[config.mk]
export PLATFORM = sky130hd
export DESIGN_NAME = countdown_dot_matrix_display
export DESIGN_NICKNAME = d
export VERILOG_FILES = /design/src/design/cdmd_pkg.sv /design/src/design/cdmd_front.sv /design/src/design/cdmd_queue.sv /design/src/design/cdmd_back.sv /design/src/design/countdown_dot_matrix_display.sv
export VERILOG_INCLUDE_DIRS = /design/src /design/src/design
export SDC_FILE = /design/constraint.sdc
export NUM_CORES = 1
export LEC_CHECK = 0
export BUFFER_PORTS_ARGS = -buffer_cell sky130_fd_sc_hd__buf_2
export CAP_MARGIN = 25
export CORE_UTILIZATION = 60
export DETAILED_ROUTE_END_ITERATION = 6
export PLACE_DENSITY = 0.78
export SLEW_MARGIN = 40
export SYNTH_ARGS = -nofsm -noshare
export SYNTH_HDL_FRONTEND = slang
export SYNTH_SLANG_ARGS = --single-unit
export TNS_END_PERCENT = 1
[constraint.sdc]
create_clock -name clock -period 17.3 [get_ports clock]
set_input_delay 0.865 -clock clock [delete_from_list [all_inputs] [get_ports clock]]
set_output_delay 0.865 -clock clock [all_outputs]
set_load 0.005 [all_outputs]
[src/design/countdown_dot_matrix_display_assert.svh]
// Assertion macros shared by the countdown display RTL.
`ifndef COUNTDOWN_DOT_MATRIX_DISPLAY_ASSERT_SVH
`define COUNTDOWN_DOT_MATRIX_DISPLAY_ASSERT_SVH

// Same-cycle implication, disabled during reset
`define CDMD_ASSERT_NOW(label, clk, rst, cond, conseq, msg) \
   label: assert property (@(posedge clk) disable iff (rst) (cond) |-> (conseq)) \
      else $error(msg);

// Next-cycle implication, disabled during reset
`define CDMD_ASSERT_NEXT(label, clk, rst, cond, conseq, msg) \
   label: assert property (@(posedge clk) disable iff (rst) (cond) |=> (conseq)) \
      else $error(msg);

`endif

[src/design/cdmd_pkg.sv]
// Shared types, constants and glyph font for the countdown dot-matrix display.
`timescale 1ns / 1ps

package cdmd_pkg;

   localparam int unsigned SECONDS_W   = 13;
   localparam int unsigned MINUTES_W   = 7;
   localparam int unsigned SECS_W      = 6;
   localparam int unsigned DIGIT_W     = 4;
   localparam int unsigned ROW_W       = 3;
   localparam int unsigned PIXELS_W    = 15;
   localparam int unsigned QUEUE_DEPTH = 2;

   localparam logic [SECONDS_W-1:0] MAX_SECONDS = 13'd5999;
   localparam logic [ROW_W-1:0]     LAST_ROW    = 3'd7;

   localparam logic KIND_LOAD = 1'b0;
   localparam logic KIND_TICK = 1'b1;

   typedef struct packed {
      logic                 kind;
      logic [SECONDS_W-1:0] load_seconds;
   } req_type;

   typedef struct packed {
      logic [ROW_W-1:0]     row_index;
      logic [PIXELS_W-1:0]  row_pixels;
      logic [SECONDS_W-1:0] remaining;
      logic                 last_row;
   } rsp_type;

   // one picture waiting to be drawn
   typedef struct packed {
      logic [SECONDS_W-1:0] remaining;
      logic [MINUTES_W-1:0] minutes;
      logic [SECS_W-1:0]    seconds;
   } job_type;

   // eight 3-pixel rows, index 0 = top row, leftmost pixel in bit 2
   typedef logic [7:0][2:0] glyph_type;

   // octal literals read bottom row first, one octal digit per row
   localparam glyph_type COLON_GLYPH = 24'o00200200;

   function automatic glyph_type digit_glyph(input logic [DIGIT_W-1:0] digit);
      glyph_type g;
      case (digit)
         4'd0:    g = 24'o75555557;
         4'd1:    g = 24'o72222262;
         4'd2:    g = 24'o74422157;
         4'd3:    g = 24'o71117117;
         4'd4:    g = 24'o11175555;
         4'd5:    g = 24'o71117447;
         4'd6:    g = 24'o75574447;
         4'd7:    g = 24'o11111117;
         4'd8:    g = 24'o75557557;
         4'd9:    g = 24'o11117557;
         default: g = '0;
      endcase
      return g;
   endfunction

endpackage

[src/design/cdmd_front.sv]
// Front end: takes requests, keeps the seconds count, queues pictures to draw.
`timescale 1ns / 1ps

module cdmd_front
   import cdmd_pkg::*;
(
   input  logic    clock,
   input  logic    reset,
   input  logic    req_valid,
   output logic    req_ready,
   input  req_type req_data,
   output logic    push_valid,
   input  logic    push_ready,
   output job_type push_data
);

   logic [SECONDS_W-1:0] count_ff, count_in;
   logic                 accept;
   logic                 count_zero;
   logic [26:0]          min_prod;
   logic [MINUTES_W-1:0] minutes;
   logic [SECONDS_W-1:0] min_x60;
   logic [SECONDS_W-1:0] sec_full;

   // loads never need queue space, but a shared ready keeps the order simple
   assign req_ready  = push_ready;
   assign accept     = req_valid && req_ready;
   assign count_zero = (count_ff == '0);

   // minutes = count / 60 as count * 8739 >> 19, exact up to 5999
   assign min_prod = 27'(count_ff) * 27'd8739;
   assign minutes  = min_prod[25:19];
   assign min_x60  = {minutes, 6'b0} - {4'b0, minutes, 2'b0};
   assign sec_full = count_ff - min_x60;

   assign push_valid          = accept && (req_data.kind == KIND_TICK) && !count_zero;
   assign push_data.remaining = count_ff;
   assign push_data.minutes   = minutes;
   assign push_data.seconds   = sec_full[SECS_W-1:0];

   // count update: saturating load, decrement after a drawn tick
   always_comb begin
      count_in = count_ff;
      if (accept) begin
         if (req_data.kind == KIND_LOAD) begin
            count_in = (req_data.load_seconds > MAX_SECONDS) ? MAX_SECONDS
                                                             : req_data.load_seconds;
         end else if (!count_zero) begin
            count_in = count_ff - 13'd1;
         end
      end
   end

   always_ff @(posedge clock) begin
      if (reset) begin
         count_ff <= '0;
      end else begin
         count_ff <= count_in;
      end
   end

endmodule

[src/design/cdmd_queue.sv]
// Small flop-based FIFO of pictures between the front and back ends.
`timescale 1ns / 1ps

module cdmd_queue
   import cdmd_pkg::*;
#(
   parameter int unsigned Depth = QUEUE_DEPTH  // 2 or more
) (
   input  logic    clock,
   input  logic    reset,
   input  logic    push_valid,
   output logic    push_ready,
   input  job_type push_data,
   output logic    pop_valid,
   input  logic    pop_ready,
   output job_type pop_data
);

   localparam int unsigned PtrW = $clog2(Depth);
   localparam int unsigned CntW = $clog2(Depth + 1);
   localparam logic [PtrW-1:0] LastPtr = PtrW'(Depth - 1);
   localparam logic [CntW-1:0] FullCnt = CntW'(Depth);

   job_type         entry_ff [Depth];
   logic [PtrW-1:0] wr_ptr_ff, wr_ptr_in;
   logic [PtrW-1:0] rd_ptr_ff, rd_ptr_in;
   logic [CntW-1:0] fill_ff, fill_in;
   logic            do_push, do_pop;

   assign push_ready = (fill_ff != FullCnt);
   assign pop_valid  = (fill_ff != '0);
   assign pop_data   = entry_ff[rd_ptr_ff];
   assign do_push    = push_valid && push_ready;
   assign do_pop     = pop_valid && pop_ready;

   // pointer and fill bookkeeping
   always_comb begin
      wr_ptr_in = wr_ptr_ff;
      rd_ptr_in = rd_ptr_ff;
      fill_in   = fill_ff;
      if (do_push) begin
         wr_ptr_in = (wr_ptr_ff == LastPtr) ? '0 : wr_ptr_ff + PtrW'(1);
      end
      if (do_pop) begin
         rd_ptr_in = (rd_ptr_ff == LastPtr) ? '0 : rd_ptr_ff + PtrW'(1);
      end
      if (do_push && !do_pop) begin
         fill_in = fill_ff + CntW'(1);
      end else if (do_pop && !do_push) begin
         fill_in = fill_ff - CntW'(1);
      end
   end

   always_ff @(posedge clock) begin
      if (reset) begin
         wr_ptr_ff <= '0;
         rd_ptr_ff <= '0;
         fill_ff   <= '0;
      end else begin
         wr_ptr_ff <= wr_ptr_in;
         rd_ptr_ff <= rd_ptr_in;
         fill_ff   <= fill_in;
      end
   end

   // storage, no reset needed
   always_ff @(posedge clock) begin
      if (do_push) begin
         entry_ff[wr_ptr_ff] <= push_data;
      end
   end

endmodule

[src/design/cdmd_back.sv]
// Back end: splits a queued picture into digits and streams its eight rows.
`timescale 1ns / 1ps

module cdmd_back
   import cdmd_pkg::*;
(
   input  logic    clock,
   input  logic    reset,
   input  logic    pop_valid,
   output logic    pop_ready,
   input  job_type pop_data,
   output logic    rsp_valid,
   input  logic    rsp_ready,
   output rsp_type rsp_data
);

   logic                 active_ff, active_in;
   logic [ROW_W-1:0]     row_ff, row_in;
   glyph_type            glyph_ff [4];
   logic [SECONDS_W-1:0] remaining_ff;
   logic                 rsp_valid_ff;
   rsp_type              rsp_ff;

   logic                 advance, emit, done, take;
   logic [14:0]          min_prod, sec_prod;
   logic [DIGIT_W-1:0]   min_tens, min_ones, sec_tens, sec_ones;
   logic [MINUTES_W-1:0] min_rem;
   logic [SECS_W-1:0]    sec_rem;
   logic [PIXELS_W-1:0]  pixels;

   // value / 10 as value * 205 >> 11, exact for these ranges
   assign min_prod = 15'(pop_data.minutes) * 15'd205;
   assign sec_prod = 15'(pop_data.seconds) * 15'd205;
   assign min_tens = min_prod[14:11];
   assign sec_tens = sec_prod[14:11];
   assign min_rem  = pop_data.minutes - ({3'b0, min_tens} << 3) - ({3'b0, min_tens} << 1);
   assign sec_rem  = pop_data.seconds - ({2'b0, sec_tens} << 3) - ({2'b0, sec_tens} << 1);
   assign min_ones = min_rem[DIGIT_W-1:0];
   assign sec_ones = sec_rem[DIGIT_W-1:0];

   // output stage moves when empty or taken
   assign advance   = !rsp_valid_ff || rsp_ready;
   assign emit      = active_ff && advance;
   assign done      = emit && (row_ff == LAST_ROW);
   assign take      = pop_valid && pop_ready;
   assign pop_ready = !active_ff || done;

   assign pixels = {glyph_ff[0][row_ff], glyph_ff[1][row_ff], COLON_GLYPH[row_ff],
                    glyph_ff[2][row_ff], glyph_ff[3][row_ff]};

   // row sequencer
   always_comb begin
      active_in = active_ff;
      row_in    = row_ff;
      if (take) begin
         active_in = 1'b1;
         row_in    = '0;
      end else if (done) begin
         active_in = 1'b0;
      end else if (emit) begin
         row_in = row_ff + ROW_W'(1);
      end
   end

   always_ff @(posedge clock) begin
      if (reset) begin
         active_ff    <= 1'b0;
         row_ff       <= '0;
         rsp_valid_ff <= 1'b0;
      end else begin
         active_ff <= active_in;
         row_ff    <= row_in;
         if (advance) begin
            rsp_valid_ff <= active_ff;
         end
      end
   end

   // picture and output payload
   always_ff @(posedge clock) begin
      if (take) begin
         glyph_ff[0]  <= digit_glyph(min_tens);
         glyph_ff[1]  <= digit_glyph(min_ones);
         glyph_ff[2]  <= digit_glyph(sec_tens);
         glyph_ff[3]  <= digit_glyph(sec_ones);
         remaining_ff <= pop_data.remaining;
      end
      if (emit) begin
         rsp_ff.row_index  <= row_ff;
         rsp_ff.row_pixels <= pixels;
         rsp_ff.remaining  <= remaining_ff;
         rsp_ff.last_row   <= (row_ff == LAST_ROW);
      end
   end

   assign rsp_valid = rsp_valid_ff;
   assign rsp_data  = rsp_ff;

endmodule

[src/design/countdown_dot_matrix_display.sv]
// Top level of the countdown timer with MM:SS dot-matrix rows.
//
// Requests arrive on req_ (valid/ready). kind 0 loads the seconds count,
// saturating at 5999; it produces no rows. kind 1 is a one-second tick:
// with a non-zero count it yields eight rows on rsp_ (row 0 first, last_row
// on row 7) showing the count as MM:SS, then decrements; at zero it yields
// nothing. Each row carries 15 pixels and the count shown.
// A tick's picture is registered in the queue, then in the back end's glyph
// registers, and each row in the output stage. Throughput: one row per cycle
// while rsp_ready is high, set by the back end's row sequencer; the queue
// between front and back lets up to QueueDepth further ticks be accepted
// while rows are still streaming. Loads are accepted whenever the queue
// has space. Reset (synchronous) clears the count to zero and empties the
// queue and output stage. A stalled receiver holds the current row; the
// back end then stops, the queue fills and req_ready drops.
`timescale 1ns / 1ps

`include "countdown_dot_matrix_display_assert.svh"

module countdown_dot_matrix_display
   import cdmd_pkg::*;
#(
   parameter int unsigned QueueDepth = QUEUE_DEPTH
) (
   input  logic    clock,
   input  logic    reset,
   input  logic    req_valid,
   output logic    req_ready,
   input  req_type req_data,
   output logic    rsp_valid,
   input  logic    rsp_ready,
   output rsp_type rsp_data
);

   logic    push_valid, push_ready;
   job_type push_data;
   logic    pop_valid, pop_ready;
   job_type pop_data;

   cdmd_front u_front (
      .clock      (clock),
      .reset      (reset),
      .req_valid  (req_valid),
      .req_ready  (req_ready),
      .req_data   (req_data),
      .push_valid (push_valid),
      .push_ready (push_ready),
      .push_data  (push_data)
   );

   cdmd_queue #(
      .Depth (QueueDepth)
   ) u_queue (
      .clock      (clock),
      .reset      (reset),
      .push_valid (push_valid),
      .push_ready (push_ready),
      .push_data  (push_data),
      .pop_valid  (pop_valid),
      .pop_ready  (pop_ready),
      .pop_data   (pop_data)
   );

   cdmd_back u_back (
      .clock     (clock),
      .reset     (reset),
      .pop_valid (pop_valid),
      .pop_ready (pop_ready),
      .pop_data  (pop_data),
      .rsp_valid (rsp_valid),
      .rsp_ready (rsp_ready),
      .rsp_data  (rsp_data)
   );

   // rows of one picture follow without gaps and in order
   `CDMD_ASSERT_NEXT(a_rows_contiguous, clock, reset, rsp_valid && rsp_ready && !rsp_data.last_row, rsp_valid, "row stream broke inside a picture")
   `CDMD_ASSERT_NEXT(a_row_order, clock, reset, rsp_valid && rsp_ready && !rsp_data.last_row, rsp_data.row_index == 3'($past(rsp_data.row_index) + 3'd1), "row index did not step by one")
   `CDMD_ASSERT_NOW(a_last_row_flag, clock, reset, rsp_valid, rsp_data.last_row == (rsp_data.row_index == LAST_ROW), "last_row out of step with row index")
   `CDMD_ASSERT_NOW(a_nonzero_shown, clock, reset, rsp_valid, rsp_data.remaining != '0, "picture drawn for a zero count")

endmodule
=== Word level (Yosys, flattened, before mapping) ===
Memory sizes are Yosys's and may differ from the RTL's. A register that Yosys moved wholly into a read port is not among the register bits.
Cells that the tools add are included.

* $lt $le $gt $ge: 2
* Add/subtract/negate cells: 12
* Equal/unequal tests: 3
* Divide/modulo/power cells: 0
* Reduce and logical (&&, ||, !) cells: 23
* Shift operators: 0
* Multipliers: 3
* Multiplexer cells: 28
* Bitwise logic cells: 1

{| class="wikitable"
|+ Operators with widths
! cell !! number
|-
| 24-bit two-way mux || 4
|-
| 13-bit two-way mux || 3
|-
| 3-bit binary-select mux with 3-bit select || 4
|-
| 13-bit by 14-bit multiplier with 26-bit output (second input constant) || 1
|-
| 4-bit subtractor || 4
|-
| 7-bit by 8-bit multiplier with 15-bit output (second input constant) || 1
|-
| 3-bit two-way mux || 5
|-
| 6-bit by 8-bit multiplier with 14-bit output (second input constant) || 1
|-
| 13-bit greater-than comparator (second input constant) || 1
|-
| 13-bit zero test || 1
|-
| 13-bit by 1-bit subtractor with 13-bit output (second input constant) || 1
|-
| 1-bit two-way mux || 10
|-
| 1-bit logical AND || 9
|-
| 2-bit nonzero test || 3
|-
| 1-bit by 6-bit subtractor with 6-bit output (first input constant) || 1
|-
| 6-bit subtractor || 1
|-
| 1-bit zero test || 5
|-
| 3-bit by 4-bit less-than comparator with 1-bit output (second input constant) || 1
|-
| 2-bit two-way mux || 2
|-
| 2-bit inequality test (second input constant) || 2
|-
| 2-bit AND reduction || 2
|-
| 3-bit by 1-bit adder with 3-bit output (second input constant) || 1
|-
| 3-bit equality test (second input constant) || 1
|-
| 1-bit adder (second input constant) || 2
|-
| other kinds (5) || 6
|}

* Memory bits (read-only): 1,560
* Bits of input ports: 18
* Word-level logic and storage cells: 91
* Latch bits: 0
* RAM bits: 148
* Memories kept: 7
* Register bits after elaboration: 67
* Output and inout bits: 34

{| class="wikitable"
|+ Memory list
! name !! words !! width !! rd ports !! clocked after memory_dff !! wr ports !! line !! RTL
|-
| (no name shown) || 16 || 24 || 1 || 0 || 0 || cdmd_pkg.sv:47 || <nowiki>case (digit)</nowiki>
|-
| (no name shown) || 16 || 24 || 1 || 0 || 0 || cdmd_pkg.sv:47 ||
|-
| (no name shown) || 16 || 24 || 1 || 0 || 0 || cdmd_pkg.sv:47 ||
|-
| (no name shown) || 16 || 24 || 1 || 0 || 0 || cdmd_pkg.sv:47 ||
|-
| u_back.glyph_ff || 4 || 24 || 4 || 0 || 4 || cdmd_back.sv:19 || <nowiki>glyph_type glyph_ff [4];</nowiki>
|-
| u_queue.entry_ff || 2 || 26 || 1 || 1 || 1 || cdmd_queue.sv:24 || <nowiki>job_type entry_ff [Depth];</nowiki>
|-
| 1 more memories || -- || -- || -- || -- || -- || -- ||
|}

=== Longest topological paths before layout ===
* Depth in word-level cells: 9
* Gate-level depth with buffers: 26
* Mapped depth without buffers: 21

=== Cells and area by module ===
From an unflattened synthesis, not the netlist that was laid out.

* Cells, all modules: 1,022
* Area, all modules: 11,878.9 um^2

{| class="wikitable"
|+ By module, submodules not included
! module !! area each (um^2) !! seq. area each (um^2) !! instances !! cells an instance
|-
| cdmd_back || 6,765.2 || 3,163.0 || 1 || 569
|-
| cdmd_front || 3,016.6 || 260.2 || 1 || 348
|-
| cdmd_queue || 2,097.0 || 1,661.6 || 1 || 105
|}

=== Worst setup path after synthesis ===
Ideal clock, no wire load.

* Path kind: reg-to-reg
* From: register with a tool-made name
* To: memory u_back.glyph_ff[1][10] (netlist bit), data pin
* Cell stages (with the launch flop): 23
* Slack: 10.831 ns
* Path buffers: 4
* Clock period less this slack: 6.469 ns
* Data arrival time: 6.319 ns
* Required time: 17.150 ns
* Cells stage by stage: dfxtp_1 buf_6 clkbuf_1 buf_1 mux2_2 ha_1 ha_1 fa_1 fa_1 ha_1 nand4_1 o311ai_0 o2111ai_1 nand3b_1 inv_1 ha_1 a21bo_2 a211o_1 and3_1 o21a_4 or3_1 buf_6 o211ai_2

{| class="wikitable"
|+ RTL lines
! what !! line
|-
| end: declaration || cdmd_back.sv:19
|}

==> out/qor.txt <==
First-pass GRT wire length -> 35400 um
H-tree depth -> 4
Mapped Cells -> 1043
Crit-path cells -> buf_4 > mux2i_2 > inv_1 > ha_1 > ha_1 > inv_1 > fa_1 > inv_1 > fa_1 > ha_1 > nand4_1 > o311ai_0 > o2111ai_1 > nand3b_1 > inv_1 > ha_1 > a21bo_2 > a211o_1 > and3_1 > o21a_4 > nor2_2 > o21ai_0
CTS Hold Buffers Added -> 0
Synth Area per Inst -> 11.3 sq um
Initial core utilization -> 62.2%
Cts repair resizes -> 0
Least-Margin Pin Slew -> 760 ps
Port buffer count -> 49
Clock latency on the worst-skew pair -> 430 ps
1st-pass router iterations -> 5
Clk_skew -> 9.77 ps
Largest net degree at the start of global routing -> 77
Pins Over Slew Limit -> 0
Fmax -> 148 MHz
RSZ-0062 raised after global routing -> no
Hold Path Class -> register to register
Status -> complete, no violations
# setup viols final -> 0
Critical path capture point type -> register
CP Launch Type -> register
Clk sink count -> 173
GP Congestion -> 0.859
CP top delay family -> adder cells
Crit-path slowest cell -> nor2_2
Maxcap violations -> 0
Starting DRT DRC Count -> 558
Drt total wl -> 21400 um
Cell taking the most area after synthesis -> edfxtp_1
Tmin final -> 6770 ps
Slew headroom -> 49.2%
Post-synthesis sequential area ratio -> 42.1%
Cell variety after synth -> 75
Number of routed nets with antenna violations -> 0
Hpwl dp -> 15800 um
Synth async-reset ratio -> 0%
FP Rows -> 50
Count of buffer and inverter cells on the critical path -> 5
Die H -> 142 um
Initial antenna violation count -> 0
Clock Tree Root -> clkbuf_16
Top post-synthesis cells by area -> edfxtp_1, ha_1, fa_1, inv_1, dfxtp_1
Chip Width -> 142 um
Setup Crit Path Kind -> register to register
GRT overflow -> 0
Synthesized cell area -> 0.0118 sq mm
Fin. Hold Viols -> 0
Max FO, Critical Path -> 27
Total setup buffers inserted after CTS -> 0
CTS Buffer Depth -> 2
Via count -> 7675
Clock slew at reported path FFs -> 60 ps
CTS tree -> yes
Post-Layout Cell Count -> 1360
Wire length per cell -> 15.7 um
Post-route DRC -> 0
Final Cycle Share -> 39.1%
Nets -> 1315
Layout area overhead -> 9.31%
Register bit count reported by yosys -> 173
Top cell type's share of synthesized area -> 38.2%
Filler cell count -> 1373
GRT Util Overall -> 22.6%
Layout cells sized above 1 -> 13.6%
Num CTS Buffers -> 17
CP Data Arrival Time -> 6900 ps
Die area -> 0.0202 sq mm
Setup_tns -> 0 ps
Hold Slack -> 419 ps
Placed cell count -> 1328
Synth warn -> 0
I/O pins -> 52
Number of global-route vias before repair -> 7295
Post-synth EDFFs -> 150
Ys flop type -> edfxtp_1
Crit path largest cell delay -> 510 ps
Antenna cells -> 0
Core Footprint -> 0.0190 sq mm
Via density -> 5.64
Critical Path RT -> 17430 ps
-- stage by stage --
step / setup slack [ps] / utilization [%] / area, sq um
finish: 10530 / 68.0 / 12900
detailed placement: 10550 / 64.9 / 12300
floorplan: 10830 / - / 11800
global placement: 10700 / 64.8 / 12300
CTS: 10490 / 67.9 / 12900
global route: 10020 / 68.0 / 12900
-- state kept, by name (all words and copies together), names as in the netlist, 2 cells and up, named ones only --
register / flops
u_back.glyph_ff: 59
u_back.row_ff: 3
u_back.rsp_data: 30
u_queue.fill_ff: 2
u_queue.entry_ff: 48
u_front.count_ff: 13
u_back.remaining_ff: 13
-- cells in the mapped netlist (20+ instances only) --
cell type    n
fa_1        34
mux2i_1     36
o21ai_0     48
mux2_2      24
edfxtp_1   150
a21oi_1     63
nand2_1     59
nor2_1      63
dfxtp_1     23
ha_1       176
inv_1      128
clkbuf_1    20
-- layout by cell type (no fill, tap or decap), drive strengths merged, types with 23 or more instances in the layout --
| master | instances |
|---|---|
| nor2 | 64 |
| a21oi | 63 |
| edfxtp | 150 |
| inv | 133 |
| mux2 | 25 |
| nand2 | 60 |
| dfxtp | 23 |
| buf | 56 |
| fa | 34 |
| mux2i | 37 |
| o21ai | 58 |
| ha | 176 |
-- cells by family after synthesis --
family / after synthesis / share of synthesized area [%]
AND/OR/NAND/NOR: 203 / 8.24
AO/OA/AOI/OAI: 203 / 11.2
flip-flops: 173 / 42.1
multiplexers: 66 / 6.36
buffers and inverters: 161 / 5.45
adder cells (fa/ha/maj): 210 / 24.5
XOR/XNOR: 26 / 2.17
other: 1 / 0.0318
-- metal layers --
metal | track usage (%) | up-vias | share of wire (%)
li1 | - | 3820 | -
met3 | 3.13 | 32 | 3.7
met5 | 0 | - | 0
met4 | 8.09 | 0 | 1.8
met1 | 28.9 | 3663 | 45
met2 | 39.2 | 160 | 49
-- final timing paths --
| check | from | endpoint | slack, ps | depth (start not counted) |
|---|---|---|---|---|
| hold reg to reg | u_back.remaining_ff[1] | u_back.rsp_data[2] | 420 | 0 |
| setup reg to reg | register | u_back.glyph_ff[1][22] | 10530 | 22 |
| setup / recovery | register | u_back.glyph_ff[1][22] | 10530 | 22 |
| hold / removal | u_back.remaining_ff[1] | u_back.rsp_data[2] | 420 | 0 |
-- layout make-up --
cell class	instances	area (sq um)	area share, %
tap	260	325	2.53
clock buffer	19	433	3.36
clock inverter	13	139	1.08
inverter	129	489	3.80
sequential	173	4960	38.5
timing repair buffer	56	302	2.34
multi-input combinational	710	6230	48.4
Power is left out: the tool's default activity adds up to more than one toggle a clock period on the data nets, which glitch-free logic cannot reach.
